### config.mk
export PLATFORM = sky130hd
export DESIGN_NAME = shte_ctrl
export DESIGN_NICKNAME = d
export VERILOG_FILES = /design/src/rtl/shte_pkg.sv /design/src/rtl/shte_ctrl.sv
export VERILOG_INCLUDE_DIRS = /design/src /design/src/rtl
export SDC_FILE = /design/constraint.sdc
export NUM_CORES = 1
export LEC_CHECK = 0
export ABC_AREA = 0
export BUFFER_PORTS_ARGS = -buffer_cell sky130_fd_sc_hd__buf_4
export CAP_MARGIN = 20
export CORE_AREA = 2 2 39 41
export CTS_BUF_LIST = sky130_fd_sc_hd__clkbuf_16
export CTS_CLUSTER_DIAMETER = 50
export DETAILED_ROUTE_END_ITERATION = 10
export DIE_AREA = 0 0 41 43
export PLACE_DENSITY = 0.59
export SYNTH_ARGS = -nofsm -noshare
export SYNTH_HDL_FRONTEND = slang
export SYNTH_SLANG_ARGS = --single-unit
### constraint.sdc
create_clock -name clk -period 1.2 [get_ports clk]
set_input_delay 0.06 -clock clk [delete_from_list [all_inputs] [get_ports clk]]
set_output_delay 0.06 -clock clk [all_outputs]
set_load 0.005 [all_outputs]
### src/rtl/string_hash_table_engine_defines.svh
// Assertion macros shared by the string hash table engine modules.
// Each macro expects signals named clk and rst in the scope that uses it.
`ifndef STRING_HASH_TABLE_ENGINE_DEFINES_SVH
`define STRING_HASH_TABLE_ENGINE_DEFINES_SVH

// The consequent must hold in the same cycle as the antecedent.
`define SHTE_ASSERT_NOW(label, ante, cons) \
  label: assert property (@(posedge clk) disable iff (rst) (ante) |-> (cons)) \
    else $error("assertion failed");

// The consequent must hold in the cycle after the antecedent.
`define SHTE_ASSERT_NEXT(label, ante, cons) \
  label: assert property (@(posedge clk) disable iff (rst) (ante) |=> (cons)) \
    else $error("assertion failed");

`endif

### src/rtl/shte_pkg.sv
// Shared types, constants and the hash table constant builder.
// Used by shte_ctrl, shte_datapath and string_hash_table_engine.
`default_nettype none

package shte_pkg;

  localparam int TABLE_DEPTH = 4096;
  localparam int ADDR_W      = $clog2(TABLE_DEPTH);
  localparam int LG_W        = 4;
  localparam int ROM_WORDS   = 1280;
  localparam int ROM_AW      = $clog2(ROM_WORDS);
  localparam logic [31:0] SEED_A = 32'h7FED7FED;
  localparam logic [31:0] SEED_B = 32'hEEEEEEEE;

  typedef enum logic [1:0] {
    ST_OK        = 2'd0,
    ST_PRESENT   = 2'd1,
    ST_NOT_FOUND = 2'd2,
    ST_FULL      = 2'd3
  } status_t;

  typedef struct packed {
    logic       req_type;
    logic [7:0] char_code;
    logic       has_char;
    logic       last;
  } req_t;

  typedef struct packed {
    status_t     status;
    logic [11:0] position;
  } result_t;

  typedef struct packed {
    logic       capture;
    logic       rom_rd;
    logic       fold;
    logic [1:0] ht;
    logic       probe_start;
    logic       mem_rd;
    logic       probe_step;
    logic       insert;
    logic       emit;
    status_t    emit_status;
    logic       clr_step;
  } cmd_t;

  typedef struct packed {
    logic has_char;
    logic last;
    logic is_add;
    logic ent_valid;
    logic ent_match;
    logic probe_last;
    logic clr_done;
  } sts_t;

  typedef logic [31:0] rom_t [ROM_WORDS];

  // Builds the constant table with the fixed LCG; evaluated at elaboration.
  function automatic rom_t build_rom();
    rom_t        r;
    logic [31:0] x;
    logic [31:0] hi;
    logic [31:0] lo;
    x = 32'h00100001;
    for (int col = 0; col < 256; col++) begin
      for (int k = 0; k < 5; k++) begin
        x  = (x * 32'd125 + 32'd3) % 32'h2AAAAB;
        hi = {x[15:0], 16'h0000};
        x  = (x * 32'd125 + 32'd3) % 32'h2AAAAB;
        lo = {16'h0000, x[15:0]};
        r[col + k * 256] = hi | lo;
      end
    end
    return r;
  endfunction

endpackage

`default_nettype wire

### src/rtl/shte_ctrl.sv
// Controller state machine: sequences character folding, table probing and clearing.
// Depends on shte_pkg and string_hash_table_engine_defines.svh.
`default_nettype none
`include "string_hash_table_engine_defines.svh"

module shte_ctrl (
  input  wire logic          clk,
  input  wire logic          rst,
  input  wire logic          start,
  input  wire logic          cfg_we,
  input  wire shte_pkg::sts_t sts,
  output shte_pkg::cmd_t     cmd,
  output logic               busy
);
  import shte_pkg::*;

  typedef enum logic [2:0] {
    S_CLEAR,
    S_IDLE,
    S_ROM_RD,
    S_FOLD,
    S_PROBE_START,
    S_PROBE_RD,
    S_PROBE_CMP
  } state_t;

  state_t     state, state_next;
  logic [1:0] ht, ht_next;

  always_comb begin
    state_next = state;
    ht_next    = ht;
    cmd        = '0;
    cmd.ht     = ht;
    unique case (state)
      S_CLEAR: begin
        cmd.clr_step = 1'b1;
        if (sts.clr_done) state_next = S_IDLE;
      end
      S_IDLE: begin
        if (start) begin
          cmd.capture = 1'b1;
          // Decode the word being captured straight from the status bus.
          if (sts.has_char) state_next = S_ROM_RD;
          else if (sts.last) state_next = S_PROBE_START;
        end
      end
      S_ROM_RD: begin
        cmd.rom_rd = 1'b1;
        state_next = S_FOLD;
      end
      S_FOLD: begin
        cmd.fold = 1'b1;
        if (ht == 2'd2) begin
          ht_next    = 2'd0;
          state_next = sts.last ? S_PROBE_START : S_IDLE;
        end else begin
          ht_next    = ht + 2'd1;
          state_next = S_ROM_RD;
        end
      end
      S_PROBE_START: begin
        cmd.probe_start = 1'b1;
        state_next      = S_PROBE_RD;
      end
      S_PROBE_RD: begin
        cmd.mem_rd = 1'b1;
        state_next = S_PROBE_CMP;
      end
      S_PROBE_CMP: begin
        if (!sts.ent_valid) begin
          cmd.emit        = 1'b1;
          cmd.insert      = sts.is_add;
          cmd.emit_status = sts.is_add ? ST_OK : ST_NOT_FOUND;
          state_next      = S_IDLE;
        end else if (sts.ent_match) begin
          cmd.emit        = 1'b1;
          cmd.emit_status = sts.is_add ? ST_PRESENT : ST_OK;
          state_next      = S_IDLE;
        end else if (sts.probe_last) begin
          cmd.emit        = 1'b1;
          cmd.emit_status = sts.is_add ? ST_FULL : ST_NOT_FOUND;
          state_next      = S_IDLE;
        end else begin
          cmd.probe_step = 1'b1;
          state_next     = S_PROBE_RD;
        end
      end
      default: state_next = S_CLEAR;
    endcase
    // A size write restarts the clearing sweep.
    if (cfg_we) state_next = S_CLEAR;
  end

  always_ff @(posedge clk) begin
    if (rst) begin
      state <= S_CLEAR;
      ht    <= 2'd0;
      busy  <= 1'b1;
    end else begin
      state <= state_next;
      ht    <= ht_next;
      busy  <= (state_next != S_IDLE);
    end
  end

  `SHTE_ASSERT_NEXT(a_cfg_clears, cfg_we, state == S_CLEAR)
  `SHTE_ASSERT_NOW(a_busy_state, !busy, state == S_IDLE)
  `SHTE_ASSERT_NOW(a_ht_range, 1'b1, ht != 2'd3)

endmodule

`default_nettype wire

After elaboration in Yosys (flattened, before gate mapping)
Index checks and enable logic that the tools add are counted.

operators by class
  equality and inequality tests = 8
  muxes and demuxes = 30
  reduce and logical (&&, ||, !) cells = 1
  add/subtract/negate cells = 1

operator list
  cell                                                    number
  2-to-1 mux 3 bit                                        13
  one-hot mux 3 bit (7 select lines)                      1
  2-to-1 mux 1 bit                                        13
  equality test 3 bit (second input constant)             3
  equality test 3 x 2 -> 1 bit (second input constant)    2
  2-to-1 mux 5 bit                                        1
  2-to-1 mux 2 bit                                        2
  equality test 3 x 1 -> 1 bit (second input constant)    1
  logical NOT 3 bit                                       1
  inequality test 3 x 1 -> 1 bit (second input constant)  1
  adder 2 x 1 -> 2 bit (second input constant)            1
  equality test 2 bit (second input constant)             1

storage, ports and cells
  word-level logic and storage cells = 43
  flip-flop bits (word level) = 6

Logic depth before layout (Yosys ltp)
  word-level depth = 6
  mapped depth = 5

Worst setup path after synthesis
OpenSTA, ideal clock, no wires.

  path type = flip-flop to flip-flop
  start = register state[0]
  end = register busy
  data required time = 1.075 ns
  stages on the path, launching flop included = 5
  period minus slack after synthesis = 1.191 ns
  slack = 0.009 ns
  arrival = 1.066 ns
  path through = dfxtp_1 > nand3b_4 > or3_1 > a21oi_2 > nand3_1

on the way
  word-level cells in the longest chain between the ends = 6
  elaborated cells between the ends (all ways) = 14
  classes of those cells = eq/ne: 7; mux: 6; reduce/logical: 1

RTL lines
  item                                    RTL line          text
  from (decl)                             shte_ctrl.sv:27   state_t state, state_next;
  from (signal assigned)                  shte_ctrl.sv:101  state <= state_next;
  2-to-1 mux 3 bit                        shte_ctrl.sv:45   else if (sts.last) state_next = S_PROBE_START;
  2-to-1 mux 3 bit                        shte_ctrl.sv:44   if (sts.has_char) state_next = S_ROM_RD;
  2-to-1 mux 3 bit                        shte_ctrl.sv:41   if (start) begin
  one-hot mux 3 bit (7 select lines) (*)  shte_ctrl.sv:35   unique case (state)
  2-to-1 mux 3 bit (*)                    shte_ctrl.sv:92   if (cfg_we) state_next = S_CLEAR;
  inequality test 3 x 1 -> 1 bit (*)      shte_ctrl.sv:103  busy <= (state_next != S_IDLE);
  to (signal assigned)                    shte_ctrl.sv:103
  to (decl)                               shte_ctrl.sv:13   output logic busy

Every way passes the cells marked *; elsewhere a longest branch is shown, timed or not.
A chain may end at the register's enable or synchronous reset.

==> flow_metrics.tcl <==
set metrics [dict create \
    synth_flop_cell "dfxtp_1" \
    synth_fp_nets 66 \
    first_global_vias 534 \
    globalplace.congestion 0.700 \
    syn2layout_area_growth_pct 114 \
    r2r_cells 3 \
    synth.area.top_cells "dfxtp_1 (29%), nor2_1 (11%), nor3b_1 (7.4%)" \
    required_ns 1.14 \
    synth_seq_area_share_pct 29.4 \
    p_sw_uw 151 \
    worst_pin_slew_ns 0.242 \
    ys_ff_latch 6 \
    combPwrFrac_pct 12.8 \
    ant_nets 0 \
    cts_tree "built" \
    async_reset_ff_share_pct 0 \
    cts_made_buffers 3 \
    cpMaxStageDelayCell "dfxtp_4" \
    wl_per_cell_um 12.5 \
    vias 537 \
    regToRegSetupSlack_ns -0.03 \
    grt_pass1_wl_um 2100 \
    synth_common_cells "nor2_1 (12), dfxtp_1 (6), a21oi_1 (5)" \
    finalSetupViolCount 7 \
    drtIter0Drc 2 \
    nNetsFinal 106 \
    rr_endpoint "state[0]" \
    start_util_pct 29.5 \
    fin_crit_sh_pct 104 \
    drt_wl_total_um 1360 \
    yosysWarnings 0 \
    maxCapViolCount 0 \
    grt_usage_pct 17.2 \
    layout-drive-gt1-share_pct 60.2 \
    drc 0 \
    crit_chain "buf_6, nand4b_1, nor3b_2, buf_4" \
    cts-htree-levels 1 \
    yosysTopAreaCellShare_pct 29.4 \
    worst-setup-path-type "flip-flop to output port" \
    core_area_um2 1380 \
    total_power_uw 841 \
    drv_slew 0 \
    dp_hpwl_um 989 \
    antenna_found_initial 0 \
    fillCellCount 126 \
    hold_class "input pin to flip-flop" \
    sw_frac_of_total_pct 18.0 \
    ys_types 27 \
    synthCells 55 \
    max_stage_delay_ns 0.35 \
    ir_drop_mv 0.767 \
    cts_hold_buf 0 \
    cp-endpoint "cmd[1]" \
    layout_setup_ws_ns -0.0538 \
    rsz0062_at_grt "yes" \
    cts.sinks 6 \
    cp-end-kind "output port" \
    p_clk_share_pct 62.9 \
    cellPowerDensity_nw_per_um2 965 \
    yosysMostFrequentCell "nor2_1" \
    num_io_pins 25 \
    synth_edf_count 0 \
    violations "setup timing" \
    critPathLaunch "state[0]" \
    fin_crit_ns 1.25 \
    die_h_um 43 \
    cts_root_buffer "clkbuf_16" \
    clkLatencyLatePin_ns 0.22 \
    seqPwrFrac_pct 24.4 \
    yosysTopAreaCell "dfxtp_1" \
    status "complete, but fails checks" \
    n_antenna_cell 0 \
    maxSlewHeadroom_pct 83.8 \
    hold_viol_final 0 \
    dieArea_um2 1760 \
    overflow 0 \
    fp.dieW_um 41 \
    num_rows 14 \
    netlist_area_um2 408 \
    path_clk_slew_ns 0.03 \
    final.setup.tns_ns -0.220 \
    arrival_ns 1.19 \
    avgSynthCellArea_um2 7.42 \
    start_kind "flip-flop" \
    p_leak_uw 0.000420 \
    path_max_fanout 4 \
    grt_max_degree 7 \
    fmaxAchievable_ghz 0.798 \
    dr.pass1.iters 2 \
    timing.rr.start "state[0]" \
    routed_via_density 4.93 \
    finClkSkew_ns 0.00174 \
    clk_path_buf_depth 2 \
    io_buffers 24 \
    p_int_uw 690 \
]
[critical path: cells and delay by family (launching register included)]
| family | cells | cell delay (ns) |
|---|---|---|
| flip-flops | 1 | 0.35 |
| AND/OR/NAND/NOR | 2 | 0.37 |
| buffers and inverters | 2 | 0.24 |
[kinds of logic after synthesis]
group | Yosys count | share of synthesized area, %
buffers and inverters | 6 | 5.83
DFF | 6 | 29.4
and+or+nand+nor | 29 | 42.6
AOI/OAI and AO/OA | 14 | 22.1
[timing repair]
| action | CTS | global route |
|---|---|---|
| buffers inserted | 1 | 0 |
| pin swaps | 7 | 12 |
| cloned | 0 | 0 |
| setup endpoints to repair | 11 | 13 |
| resized for setup | 10 | 16 |
[per-layer routing]
layer	vias to the layer above	share of wire (%)	GRT usage (%)
met5	-	0	0
met4	0	0	2.00
met3	0	7.4	6.81
met2	23	52	29.4
met1	236	41	19.6
li1	278	-	-
[power groups by stage]
stage                     Clock (uW)  Combinational, uW  Sequential (uW)
final                            529                107              205
after global placement             0               83.5              212
after floorplan                    0               29.7              211
after detailed placement           0               84.7              212
after global routing             547                116              206
after CTS                        530               92.7              209
[cells in the final DEF, fill, tap and decap left out, types with 2 or more instances in the layout]
cell	n
nor3b_2	3
dfxtp_1	3
a31oi_1	2
nor2_4	2
dfxtp_4	3
a21oi_1	5
nor3_1	2
clkbuf_16	3
nor2_1	10
inv_1	3
buf_6	4
buf_4	33
[registers in the layout, summed over array words and instances (netlist names)]
signal,count
state,3
ht,2
busy,1
[per-stage QoR]
stage	util (%)	cell area, um2	worst slack [ns]	std cells	hold WS, ns
after global routing	63.0	872	-0.100	109	0.0216
after CTS	58.6	811	-0.0780	109	0.0132
after global placement	50.1	693	-0.0211	105	0.251
after detailed placement	50.1	693	-0.0553	105	0.245
final	63.0	872	-0.0538	109	0.0149
after floorplan	-	408	0.00901	55	0.132
[worst min path at each step]
| stage | startpoint | to | slack (ns) | depth (start not counted) |
|---|---|---|---|---|
| after floorplan | rst | ht[0] | 0.13 | 1 |
| after global placement | rst | ht[0] | 0.25 | 2 |
| after detailed placement | rst | ht[0] | 0.24 | 2 |
| after CTS | rst | ht[0] | 0.01 | 2 |
| after global routing | rst | ht[0] | 0.02 | 2 |
| final | rst | ht[0] | 0.01 | 2 |
[cell type report]
type	count	area, um2	area share [%]
clock buffer	3	75.1	8.61
inverter	3	11.3	1.29
multi-input combinational	43	327	37.4
sequential	6	131	15.1
tap	16	20.0	2.30
timing repair buffer	38	308	35.3
Power figures use the tool's default switching activity.
